$ cat src/rtl/tensor_contraction_engine_assert.svh
// Assertion macros for the tensor contraction engine.
`ifndef TENSOR_CONTRACTION_ENGINE_ASSERT_SVH
`define TENSOR_CONTRACTION_ENGINE_ASSERT_SVH

// Implication checked on every rising clock edge outside reset.
`define TCE_ASSERT_IMP(lbl, ante, cons) \
  lbl: assert property (@(posedge clk_i) disable iff (!rst_ni) (ante) |-> (cons)) \
    else $error("lbl failed");

// Implication whose consequent is checked in the cycle after the antecedent.
`define TCE_ASSERT_NEXT(lbl, ante, cons) \
  lbl: assert property (@(posedge clk_i) disable iff (!rst_ni) (ante) |=> (cons)) \
    else $error("lbl failed");

`endif

$ cat src/rtl/tce_pkg.sv
package tce_pkg;

  localparam int unsigned ADepth    = 1024;
  localparam int unsigned BDepth    = 1024;
  localparam int unsigned MaxDim    = 64;
  localparam int unsigned DataWidth = 32;
  localparam int unsigned AddrW     = 10;
  localparam int unsigned CntW      = 7;
  localparam int unsigned IdxW      = 6;
  localparam int unsigned CfgIdxW   = 3;
  localparam int unsigned CfgDataW  = 7;
  localparam int unsigned AccW      = 80;
  // Addresses are computed wide enough to never wrap (64^4 fits in 25 bits).
  localparam int unsigned WAddrW    = 26;

  typedef enum logic [1:0] {
    OP_LOAD_A = 2'd0,
    OP_LOAD_B = 2'd1,
    OP_READ   = 2'd2,
    OP_NONE   = 2'd3
  } op_e;

  typedef enum logic [1:0] {
    MODE_OUTER  = 2'd0,
    MODE_MATVEC = 2'd1,
    MODE_MATMUL = 2'd2,
    MODE_COPY   = 2'd3
  } mode_e;

  typedef enum logic [2:0] {
    CFG_MODE   = 3'd0,
    CFG_BATCH  = 3'd1,
    CFG_ROW    = 3'd2,
    CFG_INNER  = 3'd3,
    CFG_SLICE  = 3'd4,
    CFG_COL    = 3'd5,
    CFG_VBATCH = 3'd6
  } cfg_e;

  typedef enum logic [3:0] {
    ST_IDLE,
    ST_MUL1,   // bi*row + ri
    ST_MUL1B,  // bi*slice + si
    ST_MUL2,   // A base: *inner
    ST_MUL2B,  // B slice: *inner
    ST_MUL3,   // B: *col + ci
    ST_MUL4,   // B base, matmul span
    ST_CHECK,  // range checks
    ST_RDREQ,  // issue operand reads
    ST_MAC,    // multiply-accumulate loop
    ST_DRAIN,  // last products
    ST_FINISH, // shift and saturate
    ST_COPY
  } state_e;

  typedef struct packed {
    logic [1:0]               operation;
    logic [AddrW-1:0]         address;
    logic signed [DataWidth-1:0] value;
    logic [IdxW-1:0]          batch_idx;
    logic [IdxW-1:0]          slice_idx;
    logic [IdxW-1:0]          row_idx;
    logic [IdxW-1:0]          col_idx;
  } item_t;

  typedef struct packed {
    logic signed [DataWidth-1:0] result;
    logic                        error;
  } res_t;

  // Controls from the sequencer to the MAC unit.
  typedef struct packed {
    logic clear;
    logic acc_en;
  } mac_ctl_t;

  function automatic logic dim_ok(logic [CntW-1:0] n);
    return (n != '0) && ({25'd0, n} <= MaxDim);
  endfunction

endpackage

$ cat src/rtl/tce_mac.sv
module tce_mac
  import tce_pkg::*;
(
  input  logic                        clk_i,
  input  logic                        rst_ni,
  input  mac_ctl_t                    ctl_i,
  input  logic signed [DataWidth-1:0] a_i,
  input  logic signed [DataWidth-1:0] b_i,
  output logic signed [DataWidth-1:0] sat_o
);

  logic signed [2*DataWidth-1:0] prod_q;
  logic                          pv_q;
  logic signed [AccW-1:0]        acc_q, acc_d;
  logic signed [AccW-17:0]       sh;
  localparam logic signed [AccW-17:0] Max = (AccW-16)'(64'sh7FFFFFFF);
  localparam logic signed [AccW-17:0] Min = -(AccW-16)'(64'sh80000000);

  always_ff @(posedge clk_i or negedge rst_ni) begin
    if (!rst_ni) begin
      pv_q <= 1'b0;
    end else begin
      pv_q <= ctl_i.acc_en;
    end
  end

  always_ff @(posedge clk_i) begin
    prod_q <= a_i * b_i;
  end

  always_comb begin
    acc_d = acc_q;
    if (ctl_i.clear) begin
      acc_d = '0;
    end else if (pv_q) begin
      acc_d = acc_q + AccW'(prod_q);
    end
  end

  always_ff @(posedge clk_i) begin
    acc_q <= acc_d;
  end

  assign sh = acc_q[AccW-1:16];

  always_comb begin
    if (sh > Max) begin
      sat_o = 32'sh7FFFFFFF;
    end else if (sh < Min) begin
      sat_o = 32'sh80000000;
    end else begin
      sat_o = sh[DataWidth-1:0];
    end
  end

endmodule

$ cat config.mk
export PLATFORM = sky130hd
export DESIGN_NAME = tce_mac
export DESIGN_NICKNAME = d
export VERILOG_FILES = /design/src/rtl/tensor_contraction_engine_assert.svh /design/src/rtl/tce_pkg.sv /design/src/rtl/tce_mac.sv
export SDC_FILE = /design/constraint.sdc
export NUM_CORES = 2
export LEC_CHECK = 0
export ABC_AREA = 1
export BUFFER_PORTS_ARGS = -buffer_cell sky130_fd_sc_hd__buf_2
export CORE_MARGIN = 2
export CORE_UTILIZATION = 41
export CTS_CLUSTER_SIZE = 8
export DETAILED_ROUTE_END_ITERATION = 8
export GPL_ROUTABILITY_DRIVEN = 0
export HOLD_SLACK_MARGIN = 0.12
export PLACE_DENSITY = 0.64
export SLEW_MARGIN = 10
export SYNTH_ARGS = -nofsm -noshare
export SYNTH_HDL_FRONTEND = slang
export SYNTH_SLANG_ARGS = --single-unit
$ cat constraint.sdc
create_clock -name clk_i -period 2.45 [get_ports clk_i]
set_input_delay 0.735 -clock clk_i [delete_from_list [all_inputs] [get_ports clk_i]]
set_output_delay 0.735 -clock clk_i [all_outputs]
set_load 0.02 [all_outputs]
==> results.json <==
{
  "status": "finished with violations",
  "violations": "negative setup slack",
  "synth-edff-count": 0,
  "maxCapViolCount": 0,
  "cts_root_buf": "clkbuf_16",
  "timing.hold.ws_ns": 0.385,
  "n_antenna_cell": 0,
  "fin_skew_ns": 0.0159,
  "drv_slew": 0,
  "crit_path_end_kind": "register",
  "fin_tns_setup_ns": -243.82,
  "seq_area_sq_mm": 0.00291,
  "chipWidth_microns": 352,
  "overflow": 0,
  "start_util": 0.414,
  "worst_ep_arrival_time_ns": 7.08,
  "multi_input_area_sq_mm": 0.0421,
  "synthCells": 6785,
  "rsz0062_at_grt": "true",
  "syn_to_final_growth_pct": 27.8,
  "cts-htree-levels": 4,
  "remaining_drc_errors": 0,
  "row_count": 127,
  "hold_viol": 0,
  "drt_iter0_markers": 3323,
  "synth_top_area_share": 0.436,
  "netlist_area_sq_mm": 0.0498,
  "tightest_slew_ns": 0.475,
  "yosys_register_bits": 145,
  "required_ns": 2.80,
  "synthFlopType": "dfxtp_1",
  "rrSetupSlack_ns": -0.06,
  "die_h_microns": 352,
  "die_area_sq_mm": 0.124,
  "cts_tree": "done",
  "critPathKind": "in -> reg",
  "io_pins": 100,
  "setup_viol": 99,
  "nNetsFinal": 8860,
  "cts_buffers": 17,
  "synth_cell_type_count": 54,
  "synth_seq_area_share": 0.0584,
  "dr.pass1.iters": 8,
  "vias_per_cell": 4.94,
  "relSlewSlack": 0.680,
  "syn_avg_cell_area_sq_um": 7.33,
  "fin_ws_ns": -4.28,
  "yosys.area.top_type": "fa_1",
  "core_sq_mm": 0.120,
  "period_needed_ns": 6.73,
  "cts.path.max_buffers": 2,
  "async_flop_share": 0.00690,
  "fmax_mhz": 149,
  "finalCritPeriodShare": 2.75,
  "ant_nets": 0,
  "grt_usage": 0.258,
  "wl_per_cell_microns": 17.7,
  "grt_pass1_wl_microns": 254000,
  "min_path_cells": 1,
  "final_core_util": 0.529,
  "antenna_found_initial": 0,
  "crit_fanout": 11,
  "dp_hpwl_microns": 134000,
  "drt-total-wl_microns": 161000,
  "r2r_cells": 13,
  "clock-sinks": 145,
  "synthesis.nets": 8199,
  "preCtsSetupSlack_ns": -5.18,
  "synth_area_leaders": "fa_1 44%, inv_1 15%, nand2_1 13%",
  "n_fill_cell": 11016,
  "io_buffer_count": 99,
  "grt_pass1_vias": 47478,
  "drive_gt1_frac": 0.227,
  "yosysWarnings": 0,
  "num_vias": 44771,
  "insertion_delay_ns": 0.46,
  "hp-class": "in -> reg",
  "crit_path_start_kind": "input pin",
  "clkSlewWorstSetupHoldPaths_ns": 0.06,
  "grt_max_degree": 81
}
## cells by family after synthesis
group / after synthesis / synth area share
adders and majority gates: 1346 / 0.502
buffers and inverters: 2247 / 0.170
DFF: 145 / 0.0584
and+or+nand+nor: 2474 / 0.200
xor gates and xnor gates: 100 / 0.0176
AOI/OAI and AO/OA: 473 / 0.0526
## cell usage in the layout (no fill, tap or decap), drive strengths merged, types with 5 or more instances in the layout
cell type,instances
a21boi,6
a21o,15
a21oi,219
a31oi,12
and2,5
buf,853
clkbuf,32
clkinv,6
clkinvlp,5
dfxtp,144
fa,1083
ha,263
inv,2020
nand2,1801
nand3,134
nand3b,6
nand4,48
nor2,426
nor3,20
nor4,18
o21ai,176
o21bai,30
or2,12
xnor2,25
xor2,75
## critical path: stages
cell	delay, ns
buf_16	0.12
buf_4	0.17
buf_6	0.15
nand2_1	0.05
inv_1	0.06
buf_4	0.13
fa_1	0.48
inv_1	0.05
fa_1	0.46
fa_1	0.55
inv_1	0.06
fa_1	0.51
fa_1	0.53
fa_1	0.55
inv_1	0.05
fa_1	0.50
inv_1	0.05
fa_1	0.55
ha_4	0.24
a21oi_4	0.15
a21boi_4	0.21
o21ai_1	0.10
a21oi_1	0.16
nand2_1	0.10
a21oi_2	0.13
nand2_2	0.07
xor2_1	0.15
## path summary, 6_finish.rpt
path,startpoint,endpoint
setup / recovery,a_i[31],prod_q[60]
hold / removal,ctl_i[0],pv_q
setup reg to reg,acc_q[43],acc_q[68]
hold reg to reg,acc_q[0],acc_q[0]
max in group asynchronous,rst_ni,pv_q
min in group asynchronous,rst_ni,pv_q
## Yosys cell counts (all sizes together), types with 15 or more instances
cell type and instances:
xnor2 25, xor2 75, ha 263, o21bai 30, dfxtp 144, inv 2020, nor4 18, nand3 134
fa 1083, a21oi 219, nor3 20, nand4 48, nand2 1801, o21ai 176, nor2 426, a21o 15
clkbuf 219
## timing repair
action / 4_1_cts / 5_1_grt
hold buffers: 1 / 0
resized for setup: 579 / 442
pin swaps: 265 / 243
setup endpoints to repair: 99 / 144
buffers inserted: 57 / 56
cloned: 7 / 10
endpoints found under the hold margin: 1 / 0
## cell type report
type	count	area share
Multi-Input combinational cell	4393	0.663
Timing Repair Buffer	868	0.131
Inverter	2021	0.120
Sequential cell	145	0.0458
Tap cell	1612	0.0317
Clock buffer	19	0.00697
Clock inverter	12	0.00213
## flip-flops by register name, summed over array words and instances (netlist names)
register and count:
pv_q 1, acc_q 80, prod_q 64
## stage by stage
stage / instances / instance area, sq um
finish: 9070 / 63600
floorplan: 6785 / 51700
global route: 9070 / 63600
CTS: 9015 / 61400
global placement: 8920 / 58200
detailed placement: 8920 / 58200
## metal layers
layer / vias to the layer above / track usage / part of all wire
met1: 22193 / 0.333 / 0.40
met5: - / 0 / 0
met4: 0 / 0.104 / 0.050
met2: 1576 / 0.438 / 0.47
li1: 20620 / - / -
met3: 382 / 0.0312 / 0.070
Power is left out: the tool's default activity adds up to more than one toggle a clock period on the data nets, which glitch-free logic cannot reach.
